<file path="src/rtl/assert_macros.svh">
// ----------------------------------------------------------------------------
// Assertion macros
// Shared concurrent assertion forms for the RTL.
// ----------------------------------------------------------------------------
`ifndef ASSERT_MACROS_SVH
`define ASSERT_MACROS_SVH

// Clocked assertion, disabled while reset is asserted.
`define ASSERT_CLKRST(lbl, clk, rstn, prop) \
  lbl: assert property (@(posedge clk) disable iff (!rstn) (prop)) \
    else $error("assertion failed");

// Clocked assertion that also holds during reset.
`define ASSERT_CLK(lbl, clk, prop) \
  lbl: assert property (@(posedge clk) (prop)) else $error("assertion failed");

`endif

</file>
<file path="src/rtl/hkc_pkg.sv">
// ----------------------------------------------------------------------------
// hkc_pkg
// Constants, tables and types of the halfwidth kana converter.
// ----------------------------------------------------------------------------
package hkc_pkg;

  localparam int unsigned UnitW   = 16;
  localparam int unsigned KataLen = 92;
  localparam int unsigned KataIdxW = $clog2(KataLen);

  localparam logic [UnitW-1:0] HiraFirst  = 16'h3041;
  localparam logic [UnitW-1:0] HiraLast   = 16'h3096;
  localparam logic [UnitW-1:0] HiraShift  = 16'h0060;
  localparam logic [UnitW-1:0] KataFirst  = 16'h30A1;
  localparam logic [UnitW-1:0] KataLast   = 16'h30FC;
  localparam logic [UnitW-1:0] IdeoComma  = 16'h3001;
  localparam logic [UnitW-1:0] IdeoStop   = 16'h3002;
  localparam logic [UnitW-1:0] CornerOpen = 16'h300C;
  localparam logic [UnitW-1:0] CornerShut = 16'h300D;
  localparam logic [UnitW-1:0] HwComma    = 16'hFF64;
  localparam logic [UnitW-1:0] HwStop     = 16'hFF61;
  localparam logic [UnitW-1:0] HwOpen     = 16'hFF62;
  localparam logic [UnitW-1:0] HwShut     = 16'hFF63;
  localparam logic [UnitW-1:0] FwAsciiLo  = 16'hFF01;
  localparam logic [UnitW-1:0] FwAsciiHi  = 16'hFF5E;
  localparam logic [UnitW-1:0] FwOffset   = 16'hFEE0;
  localparam logic [UnitW-1:0] IdeoSpace  = 16'h3000;
  localparam logic [UnitW-1:0] AsciiSpace = 16'h0020;
  localparam logic [UnitW-1:0] MarkVoiced = 16'hFF9E;
  localparam logic [UnitW-1:0] MarkSemi   = 16'hFF9F;
  localparam logic [7:0]       HwPage     = 8'hFF;

  // Low byte: halfwidth unit minus 0xFF00 (zero: no mapping); bit 8: voiced;
  // bit 9: semi-voiced.
  localparam logic [9:0] KATA_MAP [KataLen] = '{
    10'h067, 10'h071, 10'h068, 10'h072, 10'h069, 10'h073, 10'h06A, 10'h074,
    10'h06B, 10'h075,
    10'h076, 10'h176, 10'h077, 10'h177, 10'h078, 10'h178,
    10'h079, 10'h179, 10'h07A, 10'h17A,
    10'h07B, 10'h17B, 10'h07C, 10'h17C, 10'h07D, 10'h17D,
    10'h07E, 10'h17E, 10'h07F, 10'h17F,
    10'h080, 10'h180, 10'h081, 10'h181, 10'h06F, 10'h082, 10'h182,
    10'h083, 10'h183, 10'h084, 10'h184,
    10'h085, 10'h086, 10'h087, 10'h088, 10'h089,
    10'h08A, 10'h18A, 10'h28A, 10'h08B, 10'h18B, 10'h28B,
    10'h08C, 10'h18C, 10'h28C, 10'h08D, 10'h18D, 10'h28D,
    10'h08E, 10'h18E, 10'h28E,
    10'h08F, 10'h090, 10'h091, 10'h092, 10'h093,
    10'h06C, 10'h094, 10'h06D, 10'h095, 10'h06E, 10'h096,
    10'h097, 10'h098, 10'h099, 10'h09A, 10'h09B,
    10'h000, 10'h09C, 10'h000, 10'h000, 10'h066, 10'h09D, 10'h173, 10'h000,
    10'h000,
    10'h000, 10'h000, 10'h000, 10'h000, 10'h065, 10'h070
  };

  // Converted item between the lookup stage and the output stage.
  typedef struct packed {
    logic [UnitW-1:0] first;
    logic             two;
    logic             semi;
    logic             eot;
  } conv_t;

endpackage

</file>
<file path="src/rtl/hkc_expand.sv">
// ----------------------------------------------------------------------------
// hkc_expand
// Output stage: presents one or two units per converted item.
// ----------------------------------------------------------------------------
`include "assert_macros.svh"

module hkc_expand (
  input  logic                        clk_i,
  input  logic                        rst_ni,
  input  logic                        in_valid_i,
  output logic                        in_ready_o,
  input  hkc_pkg::conv_t              conv_i,
  output logic                        m_axis_tvalid,
  input  logic                        m_axis_tready,
  output logic [hkc_pkg::UnitW-1:0]   m_axis_tdata,  // [15:0] out_unit
  output logic                        m_axis_tlast,  // last_of_run
  output logic                        m_axis_tuser   // [0] end_of_text_res
);
  import hkc_pkg::*;

  logic             valid_q, valid_d;
  logic             pend_q, pend_d;
  logic             semi_q, semi_d;
  logic             peot_q, peot_d;
  logic [UnitW-1:0] unit_q, unit_d;
  logic             last_q, last_d;
  logic             eot_q, eot_d;
  logic             take_out;
  logic             load;

  assign take_out   = valid_q & m_axis_tready;
  assign in_ready_o = ~valid_q | (m_axis_tready & ~pend_q);
  assign load       = in_valid_i & in_ready_o;

  always_comb begin
    valid_d = valid_q;
    pend_d  = pend_q;
    semi_d  = semi_q;
    peot_d  = peot_q;
    unit_d  = unit_q;
    last_d  = last_q;
    eot_d   = eot_q;
    if (take_out && pend_q) begin
      // emit the mark after the base kana
      unit_d = semi_q ? MarkSemi : MarkVoiced;
      last_d = 1'b1;
      eot_d  = peot_q;
      pend_d = 1'b0;
    end else if (load) begin
      valid_d = 1'b1;
      unit_d  = conv_i.first;
      last_d  = ~conv_i.two;
      eot_d   = conv_i.eot & ~conv_i.two;
      pend_d  = conv_i.two;
      semi_d  = conv_i.semi;
      peot_d  = conv_i.eot;
    end else if (take_out) begin
      valid_d = 1'b0;
    end
  end

  always_ff @(posedge clk_i or negedge rst_ni) begin
    if (!rst_ni) begin
      valid_q <= 1'b0;
      pend_q  <= 1'b0;
    end else begin
      valid_q <= valid_d;
      pend_q  <= pend_d;
    end
  end

  always_ff @(posedge clk_i) begin
    semi_q <= semi_d;
    peot_q <= peot_d;
    unit_q <= unit_d;
    last_q <= last_d;
    eot_q  <= eot_d;
  end

  assign m_axis_tvalid = valid_q;
  assign m_axis_tdata  = unit_q;
  assign m_axis_tlast  = last_q;
  assign m_axis_tuser  = eot_q;

  `ASSERT_CLK(a_pend_has_valid, clk_i, !pend_q || valid_q)
  `ASSERT_CLKRST(a_mark_follows, clk_i, rst_ni,
                 (valid_q && m_axis_tready && pend_q) |=> (valid_q && last_q))
  `ASSERT_CLKRST(a_eot_on_last, clk_i, rst_ni, valid_q |-> (!eot_q || last_q))
  `ASSERT_CLKRST(a_no_load_pending, clk_i, rst_ni, pend_q |-> !in_ready_o)

endmodule

</file>
<file path="src/rtl/halfwidth_kana_converter_unit.sv">
// ----------------------------------------------------------------------------
// halfwidth_kana_converter_unit
// Streaming UTF-16 fullwidth to halfwidth kana converter.
// ----------------------------------------------------------------------------
// Takes one code unit per cycle while the output is not stalled and no mark is
// pending, and passes it through three register stages: hiragana shift, table
// lookup, output register. Voiced and semi-voiced kana give two output units
// (base kana, then the mark); the output register holds the input side while
// the mark is pending, so no new item is taken before that mark is out.

module halfwidth_kana_converter_unit (
  input  logic                        clk_i,
  input  logic                        rst_ni,
  input  logic                        s_axis_tvalid,
  output logic                        s_axis_tready,
  input  logic [hkc_pkg::UnitW-1:0]   s_axis_tdata,  // [15:0] code_unit
  input  logic                        s_axis_tlast,  // end_of_text
  output logic                        m_axis_tvalid,
  input  logic                        m_axis_tready,
  output logic [hkc_pkg::UnitW-1:0]   m_axis_tdata,  // [15:0] out_unit
  output logic                        m_axis_tlast,  // last_of_run
  output logic                        m_axis_tuser   // [0] end_of_text_res
);
  import hkc_pkg::*;

  // stage 1: hiragana shift
  logic             v1_q;
  logic [UnitW-1:0] u1_q, u1_d;
  logic             eot1_q;
  logic             rdy1;

  // stage 2: lookup
  logic             v2_q;
  conv_t            c2_q, c2_d;
  logic             rdy2;
  logic             rdy3;

  logic [UnitW-1:0] kofs;
  logic [9:0]       kent;
  logic             kata_hit;

  assign rdy2          = ~v2_q | rdy3;
  assign rdy1          = ~v1_q | rdy2;
  assign s_axis_tready = rdy1;

  always_comb begin
    u1_d = s_axis_tdata;
    if (s_axis_tdata >= HiraFirst && s_axis_tdata <= HiraLast) begin
      u1_d = s_axis_tdata + HiraShift;
    end
  end

  always_comb begin
    kofs     = u1_q - KataFirst;
    kent     = KATA_MAP[kofs[KataIdxW-1:0]];
    kata_hit = (u1_q >= KataFirst) && (u1_q <= KataLast) && (kent[7:0] != 8'h00);
    c2_d.two  = 1'b0;
    c2_d.semi = 1'b0;
    c2_d.eot  = eot1_q;
    if (kata_hit) begin
      c2_d.first = {HwPage, kent[7:0]};
      c2_d.two   = kent[8] | kent[9];
      c2_d.semi  = kent[9];
    end else if (u1_q == IdeoComma) begin
      c2_d.first = HwComma;
    end else if (u1_q == IdeoStop) begin
      c2_d.first = HwStop;
    end else if (u1_q == CornerOpen) begin
      c2_d.first = HwOpen;
    end else if (u1_q == CornerShut) begin
      c2_d.first = HwShut;
    end else if (u1_q >= FwAsciiLo && u1_q <= FwAsciiHi) begin
      c2_d.first = u1_q - FwOffset;
    end else if (u1_q == IdeoSpace) begin
      c2_d.first = AsciiSpace;
    end else begin
      c2_d.first = u1_q;
    end
  end

  always_ff @(posedge clk_i or negedge rst_ni) begin
    if (!rst_ni) begin
      v1_q <= 1'b0;
      v2_q <= 1'b0;
    end else begin
      if (rdy1) begin
        v1_q <= s_axis_tvalid;
      end
      if (rdy2) begin
        v2_q <= v1_q;
      end
    end
  end

  always_ff @(posedge clk_i) begin
    if (rdy1) begin
      u1_q   <= u1_d;
      eot1_q <= s_axis_tlast;
    end
    if (rdy2) begin
      c2_q <= c2_d;
    end
  end

  hkc_expand u_expand (
    .clk_i         (clk_i),
    .rst_ni        (rst_ni),
    .in_valid_i    (v2_q),
    .in_ready_o    (rdy3),
    .conv_i        (c2_q),
    .m_axis_tvalid (m_axis_tvalid),
    .m_axis_tready (m_axis_tready),
    .m_axis_tdata  (m_axis_tdata),
    .m_axis_tlast  (m_axis_tlast),
    .m_axis_tuser  (m_axis_tuser)
  );

endmodule
</file>
<file path="config.mk">
export PLATFORM = sky130hd
export DESIGN_NAME = halfwidth_kana_converter_unit
export DESIGN_NICKNAME = d
export VERILOG_FILES = /design/src/rtl/hkc_pkg.sv /design/src/rtl/hkc_expand.sv /design/src/rtl/halfwidth_kana_converter_unit.sv
export VERILOG_INCLUDE_DIRS = /design/src /design/src/rtl
export SDC_FILE = /design/constraint.sdc
export NUM_CORES = 1
export LEC_CHECK = 0
export ABC_CLOCK_PERIOD_IN_PS = 9050
export BUFFER_PORTS_ARGS = -buffer_cell sky130_fd_sc_hd__buf_2
export CORE_ASPECT_RATIO = 1.4
export CORE_MARGIN = 1
export CORE_UTILIZATION = 50
export DETAILED_ROUTE_END_ITERATION = 10
export GPL_TIMING_DRIVEN = 0
export PLACE_DENSITY = 0.69
export REMOVE_ABC_BUFFERS = 1
export SYNTH_ARGS = -nofsm -noshare
export SYNTH_HDL_FRONTEND = slang
export SYNTH_HIERARCHICAL = 1
export SYNTH_SLANG_ARGS = --single-unit
</file>
<file path="constraint.sdc">
create_clock -name clk_i -period 9.05 [get_ports clk_i]
set_input_delay 0 -clock clk_i [delete_from_list [all_inputs] [get_ports clk_i]]
set_output_delay 0 -clock clk_i [all_outputs]
set_load 0.01 [all_outputs]
</file>
---- Yosys cells after proc, flatten, opt, wreduce, memory -nomap -nowiden ----
Memories as Yosys holds them, arrays and structs flattened.
Index checks and enable logic that the tools add are counted.
word-level totals
  bits in registers ....................... 60
  memory bits (read-only) ................. 1280
  bits of input ports ..................... 21
  output and inout bits ................... 20
  memories ................................ 1
memory list
  memory            depth  width  rd ports  clocked after Yosys merged registers in  wr ports  line                                 RTL
  (name not given)  128    10     1         0                                        0         halfwidth_kana_converter_unit.sv:55  kent = KATA_MAP[kofs[KataIdxW-1:0]];
operators by class
  add/subtract/negate cells ............... 3
  order comparisons ....................... 7
  equality and inequality tests ........... 5
  multiplexer cells ....................... 19
  bitwise operators ....................... 15
  reductions and logical operators ........ 11
operator list
  kind                    number
  $eq 16x14->1 const B    5
  $mux 16                 5
  $mux 8                  5
  $ge 16x14->1 const B    2
  $le 16x14->1 const B    2
  $mux 10                 2
  $add 16x7->16 const B   1
  $ge 16x16->1 const B    1
  $le 16x16->1 const B    1
  $sub 16x16->16 const B  1
  $ge 8x8->1 const B      1
  $not 7->8               1
  $reduce_bool 8->1       1
  $mux 1                  7
  $sub 7x6->7 const B     1
  $not 1->1               6
  $logic_and 1x1->1       5
  $reduce_or 5->1         1
  $and 1x1->1             4
  $or 1x1->1              4
  $reduce_and 2->1        2
  $reduce_bool 2->1       2

---- Depth between registers and ports, before layout ----
Gate-level depths: netlist of the first run.
  depth after elaboration ................. 8
  depth in mapped cells ................... 14

---- Modules after synthesis ----
Netlist of the first run, hierarchy kept.
by module, submodules not included
  module                         instances  cells each  area an instance (um^2)  sequential area each (um^2)
  halfwidth_kana_converter_unit  1          344         3104.2                   1131.1
  hkc_expand                     1          57          865.8                    640.6

---- Worst setup path after synthesis of the first run ----
No wires, ideal clock.
  path type ............................... flip-flop to flip-flop
  start point ............................. register u1_q[0]
  end point ............................... register c2_q[11] in the netlist's numbering, data pin
  arrival ................................. 3.442 ns
  data required time ...................... 8.792 ns
  path slack .............................. 5.349 ns
  cell stages (with the launch flop) ...... 14
  period minus slack after synthesis ...... 3.701 ns
  cells stage by stage .................... edfxtp_1 buf_1 inv_1 ha_1 ha_1 clkbuf_1 nor4b_1 nand3_1 and3_1 o32a_1 and3_1 nor3_2 a31o_2 nand2_1
on the way
  cells in the longest elaborated chain, start to end .. 8
  elaborated cells between the ends (all ways) .. 22
  those cells by class .................... add/sub (2); order compare (4); eq/ne (5); mux (4); bitwise (1); reduce/logical (5); memory (1)
RTL lines
  what                                         line                                  RTL
  from (decl)                                  halfwidth_kana_converter_unit.sv:28   logic [UnitW-1:0] u1_q, u1_d;
  from (signal assigned)                       halfwidth_kana_converter_unit.sv:97   u1_q <= u1_d;
  $sub 7x6->7                                  halfwidth_kana_converter_unit.sv:54   kofs = u1_q - KataFirst;
  $not 7->8 (not written as such)              halfwidth_kana_converter_unit.sv:55
  $mem_v2 128x10                               -
  $mux 10 (not written as such) (2 in series)  halfwidth_kana_converter_unit.sv:55
  $reduce_bool 8->1                            halfwidth_kana_converter_unit.sv:56   kata_hit = (u1_q >= KataFirst) && (u1_q <= KataLast) && (kent[7:0] != 8'h00);
  $logic_and 1x1->1                            halfwidth_kana_converter_unit.sv:56
  $reduce_or 5->1 (no source line)             -
  to (signal assigned)                         halfwidth_kana_converter_unit.sv:101  c2_q <= c2_d;
  to (decl)                                    halfwidth_kana_converter_unit.sv:34   conv_t c2_q, c2_d;
Several ways; a longest one is shown, not always the timed one. The select of a mux whose other input is x is not followed.
A chain may end at the register's enable or synchronous reset.

---- Worst setup path after layout of the first run ----
  start point ............................. register u1_q[0]
  end point ............................... register c2_q[18] in the netlist's numbering, data pin
The elaborated chain is that of the path after synthesis.

==> results of run 1 <==
## layout by cell type, fill, tap and decap left out, drive strengths merged, types with 4 or more instances in the layout
master / n
edfxtp: 55
buf: 41
nand2: 29
a21oi: 24
nor2: 21
o21ai: 21
dlygate4sd3: 20
nand2b: 18
inv: 18
nand3: 16
nor3: 16
ha: 13
clkbuf: 12
a22oi: 8
o211ai: 7
a211oi: 7
and2: 6
xnor2: 6
o31ai: 6
nor2b: 5
mux2i: 5
a31oi: 5
a21o: 5
or3: 4
nand3b: 4
or4: 4
a32oi: 4
nand4: 4
dfrtp: 4
xor2: 4
nor4: 4
## final timing paths
path | from | endpoint | slack (ns)
max | u1_q[0] | c2_q[18] | 4.36
max reg2reg | u1_q[0] | c2_q[18] | 4.36
max in group asynchronous | rst_ni | u_expand/m_axis_tvalid | 8.32
min reg2reg | c2_q[1] | u_expand/semi_q | 0.43
min in group asynchronous | rst_ni | v2_q | 0.56
min | s_axis_tdata[7] | u1_q[7] | 0.05
## tightest hold or removal path, stage by stage
cell,delay (ns)
buf_2,0.08
inv_1,0.06
xnor2_1,0.15
## area by class of cell
type,instances,area (um2),area share
clock buffer,12,135,0.0296
clock inverter,4,75.1,0.0165
inverter,18,67.6,0.0148
multi-input combinational,290,1980,0.434
sequential,60,1770,0.388
tap,100,125,0.0274
timing repair buffer,61,408,0.0894
## metrics by stage
stage | instances | util
after floorplan | 368 | -
after global placement | 508 | 0.537
after detailed placement | 509 | 0.539
after CTS | 545 | 0.592
after global routing | 545 | 0.592
final | 545 | 0.592
## layer usage
metal,vias to the layer above,track usage
met5,-,0
met4,0,0.139
met3,33,0.0441
met2,129,0.436
met1,1597,0.266
li1,1594,-
## cells by family (layout without fill, tap and decap cells)
logic type	count (synthesis)	count (layout)	share of synthesized area
AOI/OAI and AO/OA	114	114	0.204
buffers and inverters	51	95	0.0574
muxes	8	8	0.0240
adders and majority gates	13	13	0.0410
DFF	60	60	0.446
and+or+nand+nor	145	145	0.204
xor gates and xnor gates	10	10	0.0240
## power by group
part	internal, uW	leakage, uW	switching, uW	total [uW]
clock network	155	0.0000968	99.8	255
registers	407	0.000597	62.1	469
logic	179	0.00103	292	471
total	742	0.00172	454	1200
## timing repair
item | in CTS | in global routing
hold buffers | 20 | 0
resized for setup | 0 | 0
endpoints found under the hold margin | 22 | 0
setup endpoints to repair | 0 | 0
## registers in the layout (all words and copies together), names as in the netlist
signal and flops:
eot1_q 1, u_expand/peot_q 1, u_expand/m_axis_tlast 1, v1_q 1
u1_q 16, u_expand/semi_q 1, v2_q 1, u_expand/m_axis_tuser 1
c2_q 19, u_expand/pend_q 1, u_expand/m_axis_tvalid 1, u_expand/m_axis_tdata 16
==> impl_results.md, run 1 <==
- CTS root buffer: clkbuf_8
- Antenna Cells: 0
- Tot GR Track Use: 0.243
- Setup Viol. Count Final: 0
- Worst R2R Path Depth: 11
- Gate Count Post-Synth: approximately 400
- Worst path slowest cell: ha_1
- CTS tree: built
- DRC: 0
- Routed len/inst: 17.6 um
- Area leader, netlist: edfxtp_1
- Slew Limit Fails: 0
- Worst vdd ir: between 0.15 and 0.2 mV
- Vias post-DR: roughly 3,400
- DP Worst Slack: around 4.4 ns
- Fillers: 675
- Endpoint type of the worst setup path: flop
- Congestion Overflow GR: 0
- DP Area: just over 0.004 mm2
- Leakage: between 0.0015 and 0.002 uW
- Vias per cell: between 6 and 7
- Clk slew on worst S/H paths: 0.07 ns
- Power consumption: ~1200 uW
- Top-area cell type share of the netlist area: 0.416
- Synthesis-stage register bit count: 60
- Row cnt: 38
- CP peak stage delay: approximately 0.96 ns
- # nets final: ~470
- Final Cycle Share: 0.518
- Metal2 WL: roughly 5 mm
- Fraction of layout cells with a size suffix above 1: 0.166
- Unrepaired setup endpoints after global routing: no
- Synth warnings: 6
- Synth unique cells: 80
- Worst EP arrival: roughly 4.8 ns
- Antenna violations before repair: 0
- Worst rel slew slack: 0.305
- Area growth syn-to-layout: 14.9%
- Worst Path Buf+Inv: 1
- CP cell instances: inv_1 -> ha_1 -> ha_1 -> nor2b_1 -> a32oi_1 -> and3_1 -> o32a_1 -> and3_1 -> nor3_2 -> a31o_2 -> nand2_1
- Fmax achieved: roughly 210 MHz
- Inserted Clock Buffers: 9
- First-pass GRT wire length: roughly 15 mm
- Worst-path fanout max: 32
- Die height: around 110 um
- # IOs: a little over 40
- Clock buffer depth: 2
- Post-synth EDFFs: 55
- Most common flop cell mapped by yosys: edfxtp_1
- Number of global-route vias before repair: 3,143
- PD cells: around 260 mW/mm2
- Post-layout min period: approximately 4.7 ns
- Hold WC Path Type: input port to flop
- Initial Util: 0.515
- Hold Slack: roughly 0.049 ns
- Crit path launch type: flop
- Top cells by area, synth: edfxtp_1 42%, ha_1 4.1%, a21oi_1 3.0%, nand2b_1 2.8%, nand2_1 2.7%
- Worst path depth: 11
- # port buffers: 40
- # Max-Cap Violations: 0
- Drt total wl: roughly 9.6 mm
- Sequential cell area fraction in the yosys report: 0.446
- Post-synth top cells: 55 x edfxtp_1, 29 x nand2_1, 24 x a21oi_1
- Most frequent cell after synthesis: edfxtp_1
- Final hold vios: 0
- Initial drt markers: 238
- Outcome: complete, no violations
- Post-Route M1 WL: approximately 3.8 mm
- Uppermost layer routed: met4
- Drt pass-1 iters: 5
- Slew @ Worst Pin: a little over 1 ns
- Setup Buffers After CTS: 0
- Synthesized area: between 0.003 and 0.004 mm2
- Design area: about 0.0046 mm2
- Die area: 0.00831 mm2
- Post-DP HPWL: 6.68 mm
- Worst setup margin: 4.36 ns
- Async SR Flop Fraction: 0.0667
- Largest net degree at the start of global routing: 33
- Hold Path Depth: 3
- CP delay by family, top: adder cells
- Syn Area/Cell: between 9 and 10 um2
- Crit path required time: 9.14 ns
- GP Congestion: around 0.93
- Die width: 77.3 um
- WL met3: 428 um
- Core ar.: around 0.0077 mm2
- Setup TNS: 0 ns
- Clk sink count: 60
- Clock Skew: ~0.009 ns
- Critical path type: flop to flop
- Clk_lat worst skew: 0.34 ns
- H-tree lvl count: 3
- Antenna-violating nets left: 0
(Power assumes the default switching activity.)
==> inputs of run 2 (changes only) <==
Settings changed: ABC_AREA from default to 1, ABC_CLOCK_PERIOD_IN_PS 9050 to 3900, PLACE_DENSITY 0.69 to 0.72.
Clock period 9.05 ns to 3.9 ns, I/O delays scaled along.
==> impl_results.md, run 2 <==
- DP Worst Slack: -0.168 ns (-4.60 ns)
- Synth Area in XOR/XNOR: 0.00434 (-0.0196)
- RR Startpoint: u1_q[1]
- Fillers: 735 (+8.9%)
- Post-synth top cells: 146 x nand2_1, 56 x inv_1, 55 x edfxtp_1
- Hold Startpoint: m_axis_tready
- Antenna-violating nets left: 0 (unchanged)
- Tot GR Track Use: 0.231 (-0.0113)
- GP Congestion: 0.896 (-3.8%)
- Most frequent cell after synthesis: nand2_1
- Final Cycle Share: 0.909 (+0.390)
- H-tree lvl count: 3 (unchanged)
- WHS Endpoint: u_expand/m_axis_tvalid
- CTS root buffer: clkbuf_8
- Worst EP arrival: 3.60 ns (-1.18 ns)
- Top-area cell type share of the netlist area: 0.409 (-0.00658)
- Initial drt markers: 285 (+20%)
- Hold Path Depth: 4 (+1)
- Area leader, netlist: edfxtp_1
- Area growth syn-to-layout: 15.4%
- Synth Area in Compound Gates: 0.0810 (-0.123)
- Clock Skew: 0.00842 ns (-0.000328 ns)
- Most common flop cell mapped by yosys: edfxtp_1
- Setup Viol. Count Final: 0 (unchanged)
- Reg2Reg Setup Slack: 0.36 ns (-4.00 ns)
- Async SR Flop Fraction: 0.0667 (unchanged)
- Post-synth EDFFs: 55 (unchanged)
- # nets final: 593 (+25%)
- DRC: 0 (unchanged)
- Critical path type: flop to flop
- Max reg flops: 19 (unchanged)
- Top cells by area, synth: edfxtp_1 41%, nand2_1 14%, nand3_1 6.6%, inv_1 5.2%, ha_1 4.0%
- Outcome: complete, no violations
- Routed len/inst: 13.6 um (-23%)
- Synth warnings: 6 (unchanged)
- PD cells: 614 mW/mm2 (+130%)
- Cells after DPL: 627 (+23%)
- Synthesis-stage register bit count: 60 (unchanged)
- Die height: 108 um (+0.78%)
- R2r endpoint: c2_q[17]
- Vias post-DR: 3,619 (+7.9%)
- Worst setup margin: 0.356 ns (-4.00 ns)
- Worst R2R Path Depth: 17 (+6)
- Drt total wl: 9.04 mm (-5.7%)
- Sequential cell area fraction in the yosys report: 0.439 (-0.00706)
- Endpoint type of the worst setup path: flop
- Post-layout min period: 3.54 ns (-1.15 ns)
- Final hold vios: 0 (unchanged)
- Clk_lat worst skew: 0.34 ns (about the same)
- CTS tree: built
- Slew Limit Fails: 0 (unchanged)
- Clk slew on worst S/H paths: 0.07 ns (about the same)
- Inserted Clock Buffers: 9 (unchanged)
- Antenna violations before repair: 0 (unchanged)
- Hold WC Path Type: input port to flop
- Fraction of layout cells with a size suffix above 1: 0.151 (-0.0156)
- Congestion Overflow GR: 0 (unchanged)
- Most frequent cells in the layout: 146 x nand2_1, 56 x inv_1, 55 x edfxtp_1
- Post-synthesis simple-gate area fraction: 0.345 (+0.141)
- Synthesized area: 0.00403 mm2 (+1.6%)
- Power consumption: 2860 uW (+140%)
- Synth unique cells: 41 (-49%)
- Syn Area/Cell: 7.88 um2 (-20%)
- Largest net degree at the start of global routing: 28 (-15%)
- Number of global-route vias before repair: 3,292 (+4.7%)
- Most common cell after layout, fill and taps aside: nand2_1
- Core ar.: 0.00780 mm2 (+1.2%)
- Non-Filler Instances: 664 (+22%)
- Slew @ Worst Pin: 1.09 ns (+0.0551 ns)
- Worst vdd ir: 0.346 mV (+120%)
- Worst-path fanout max: 24 (-25%)
- Fmax achieved: 282 MHz (+32%)
- # IOs: 41 (unchanged)
- Die width: 77.9 um (+0.78%)
- Die area: 0.00844 mm2 (+1.6%)
- Clk sink count: 60 (unchanged)
- Drt pass-1 iters: 5 (unchanged)
- # Max-Cap Violations: 0 (unchanged)
- Unrepaired setup endpoints after global routing: no
- Final Core Density: 0.597 (+0.00514)
- Crit path required time: 3.96 ns (-5.18 ns)
- Vias per cell: 5.45 (-11%)
- Initial Util: 0.517 (+0.00190)
- Largest Register: c2_q
- First-pass GRT wire length: 15.2 mm (-1.4%)
- Largest family of logic cells by synthesized area: simple AND/OR/NAND/NOR gates
- Gate Count Post-Synth: 512 (+28%)
- Clock buffer depth: 2 (unchanged)
- Worst rel slew slack: 0.264 (-0.0414)
- # port buffers: 40 (unchanged)
- Row cnt: 38 (unchanged)
- Crit path launch type: flop
- Post-synthesis adder-cell area fraction: 0.0403 (-0.000648)
- Post-DP HPWL: 6.48 mm (-3.0%)
- Leakage: 0.00218 uW (+26%)
- Antenna Cells: 0 (unchanged)
- Post-synthesis mux area share: 0 (-0.0240)
[run 2: kinds of logic (layout without fill, tap and decap cells)]
kind of cell,count (synthesis),count (layout)
and+or+nand+nor,300,300
buffers and inverters,84,136
DFF,60,60
AOI/OAI and AO/OA,53,53
adders and majority gates,13,13
xor gates and xnor gates,2,2
[run 2: critical path, cell delays in order (launching register included)]
cell and delay (ns):
edfxtp_1 0.56, inv_1 0.27, ha_1 0.49, ha_4 0.35, inv_1 0.31, nand2_1 0.14, o21ai_0 0.10, nand2_1 0.07
nand2_1 0.10, nand2_1 0.06, nand2_1 0.07, nand2_1 0.05, nand2_1 0.06, inv_1 0.07, nor2_2 0.15, nand3_4 0.17
nand2_4 0.15, nand4_1 0.10
[run 2: repair_timing]
item                                    4_1_cts  5_1_grt
setup buffers                                 0        2
hold buffers                                 19        0
endpoints found under the setup margin       18       18
gates resized for setup                       1        1
endpoints found under the hold margin        21        0
[run 2: layout make-up]
type | count | area, um2 | area share
Multi-Input combinational cell | 368 | 1910 | 0.410
Clock buffer | 9 | 124 | 0.0266
Inverter | 59 | 221 | 0.0476
Clock inverter | 7 | 98.8 | 0.0212
Sequential cell | 60 | 1770 | 0.380
Timing Repair Buffer | 61 | 405 | 0.0870
Tap cell | 100 | 125 | 0.0269
[run 2: through the flow]
step	TNS [ns]	cell area [um2]	hold WS, ns
after detailed placement	-1.71	4220	-0.190
after floorplan	0	3890	-0.296
after CTS	0	4630	0.0134
final	0	4660	0.0290
after global routing	0	4660	0.0709
after global placement	-1.65	4220	-0.194
[run 2: how the worst max path moves through the flow]
stage	startpoint	endpoint	slack, ns	depth (start not counted)
2_1_floorplan	u1_q[0]	c2_q[11]	0.79	16
3_3_place_gp	u1_q[0]	c2_q[17]	-0.15	16
3_5_place_dp	u1_q[0]	c2_q[17]	-0.17	16
4_1_cts	u1_q[0]	c2_q[17]	0.10	16
5_1_grt	u1_q[1]	c2_q[17]	0.10	16
6_report	u1_q[1]	c2_q[17]	0.36	17
[run 2: power by group]
group / total [uW] / leakage (uW) / switching (uW) / internal (uW)
sequential: 1120 / 0.000612 / 106 / 1020
combinational: 1120 / 0.00145 / 754 / 369
clock: 616 / 0.000110 / 254 / 362
total: 2860 / 0.00218 / 1110 / 1750
[run 2: per-layer routing]
layer	wire length, um	up-vias	track usage
met5	0	-	0
met3	508	17	0.0346
met4	207	0	0.123
met2	4650	117	0.397
met1	3670	1661	0.280
li1	-	1824	-
==> inputs of run 3 (changes only) <==
Settings changed: CORE_UTILIZATION 50 to 45, PLACE_DENSITY 0.72 to 0.66.
==> impl_results.md, run 3 (synthesis results as in run 2) <==
- Fraction of layout cells with a size suffix above 1: 0.148 (-0.00249)
- Power consumption: 3100 uW (+8.4%)
- Fmax achieved: 286 MHz (+1.2%)
- Clk sink count: 60 (unchanged)
- Most frequent cells in the layout: 146 x nand2_1, 56 x inv_1, 55 x edfxtp_1
- # nets final: 589 (-0.67%)
- CTS root buffer: clkbuf_16
- Sequential share of power: 0.365 (-0.027)
- Critical path type: flop to flop
- Worst-path fanout max: 24 (unchanged)
- Sw power: 1160 uW (+3.9%)
- Crit path launch type: flop
- Largest Register: c2_q
- # IOs: 41 (unchanged)
- H-tree lvl count: 3 (unchanged)
- Max reg flops: 19 (unchanged)
- Initial Util: 0.466 (-0.0514)
- Worst EP arrival: 3.55 ns (-0.05 ns)
- DRC: 0 (unchanged)
- Hold WC Path Type: input port to flop
- Combinational cell fraction of total power: 0.360 (-0.033)
- Antenna-violating nets left: 0 (unchanged)
- Area growth syn-to-layout: 17.2%
- Final Cycle Share: 0.898 (-0.0111)
- Leakage: 0.00220 uW (+1.3%)
- Worst vdd ir: 0.439 mV (+27%)
- Setup TNS: 0 ns (unchanged)
- Unrepaired setup endpoints after global routing: no
- Core ar.: 0.00866 mm2 (+11%)
- Antenna Cells: 0 (unchanged)
- Non-Filler Instances: 665 (+0.15%)
- # port buffers: 40 (unchanged)
- Hold Path Depth: 3 (-1)
- Vias post-DR: 3,561 (-1.6%)
- Setup Viol. Count Final: 0 (unchanged)
- CTS tree: built
- Slew @ Worst Pin: 1.14 ns (+0.0451 ns)
- Routed len/inst: 14.1 um (+3.3%)
- Vias per cell: 5.35 (-1.8%)
- PD cells: 656 mW/mm2 (+6.7%)
- Outcome: complete, no violations
- # Max-Cap Violations: 0 (unchanged)
- Most common cell after layout, fill and taps aside: nand2_1
- Hold Slack: 0.00206 ns (-0.0269 ns)
- Slew Limit Fails: 0 (unchanged)
- Cells after DPL: 632 (+0.80%)
- Die area: 0.00935 mm2 (+11%)
- Worst rel slew slack: 0.233 (-0.0303)
- Endpoint type of the worst setup path: flop
- Antenna violations before repair: 0 (unchanged)
- Initial drt markers: 248 (-13%)
- Power Internal: 1940 uW (+11%)
- Die height: 114 um (+5.3%)
- Congestion Overflow GR: 0 (unchanged)
- Inserted Clock Buffers: 9 (unchanged)
- Clk_lat worst skew: 0.33 ns (about the same)
- Die width: 82.0 um (+5.3%)
- Number of global-route vias before repair: 3,404 (+3.4%)
- Drt pass-1 iters: 4 (-1)
- Sw frac: 0.373 (-0.0161)
- Post-DP HPWL: 6.69 mm (+3.3%)
- Post-layout min period: 3.50 ns (-0.0432 ns)
- Crit path required time: 3.94 ns (-0.02 ns)
- Clk slew on worst S/H paths: 0.06 ns (about the same)
- Largest net degree at the start of global routing: 28 (unchanged)
- Final hold vios: 0 (unchanged)
- Clock buffer depth: 2 (unchanged)
- Tot GR Track Use: 0.220 (-0.0113)
- Final Core Density: 0.546 (-0.0510)
- Row cnt: 40 (+5.3%)
- GP Congestion: 0.909 (+1.4%)
- Clock Skew: 0.00708 ns (-0.00134 ns)
- Drt total wl: 9.35 mm (+3.4%)
- Worst R2R Path Depth: 14 (-3)
- Clock power share: 0.275 (+0.060)
- First-pass GRT wire length: 15.7 mm (+3.4%)
[run 3: cell count changes in the layout (fill, tap and decap cells not counted), sizes merged]
cell / before / now
dlygate4sd3: 19 / 17
buf: 42 / 40
[run 3: per-layer routing]
metal,global-route usage,routed length (um)
met1,0.260,3920
met3,0.0432,383
met4,0.0889,179
met5,0,0
met2,0.382,4870
[run 3: metrics by stage]
step | area, um2 | setup WS (ns)
after floorplan | 3890 | 0.786
after global placement | 4220 | -0.0337
after detailed placement | 4220 | -0.0457
after CTS | 4720 | 0.202
after global routing | 4730 | 0.142
final | 4730 | 0.399
[run 3: cell type report]
class	count	area, um2
clock inverters	7	98.8
multi-input cells	368	1910
well taps	105	131
clock buffers	9	225
repair buffers	57	370
inverters	59	221
flip-flops and latches	60	1770
fillers	791	3930
[run 3: power groups by stage]
stage                     Combinational [uW]  Sequential (uW)  Clock (uW)
after CTS                               1110             1140         865
after floorplan                          727             1170           0
after global routing                    1270             1170         898
final                                   1120             1130         853
after global placement                  1070             1130           0
after detailed placement                1090             1150           0
[run 3: what timing repair did]
action | CTS | global route
gates resized for setup | 1 | 1
endpoints found under the setup margin | 8 | 13
gates cloned | 0 | 0
buffers inserted | 0 | 0
hold endpoints to repair | 19 | 0
hold buffers | 17 | 0
[run 3: worst max-delay path, stage by stage (launching register included)]
cell and delay [ns]:
edfxtp_1 0.63, inv_2 0.18, ha_1 0.40, ha_4 0.48
inv_1 0.24, nor2_1 0.22, nor2_1 0.07, nand2_1 0.07
nand3_1 0.09, nand3_1 0.11, nand3_1 0.16, nor2_2 0.17
nand3_4 0.16, nand2_4 0.14, nand4_1 0.09
[run 3: worst paths after layout]
| path | startpoint | end | slack [ns] |
|---|---|---|---|
| max in group asynchronous | rst_ni | v2_q | 3.15 |
| max | u1_q[0] | c2_q[13] | 0.40 |
| min in group asynchronous | rst_ni | u_expand/pend_q | 0.58 |
| max reg2reg | u1_q[0] | c2_q[13] | 0.40 |
| min | s_axis_tdata[6] | u1_q[6] | 0.002 |
| min reg2reg | c2_q[1] | u_expand/semi_q | 0.43 |
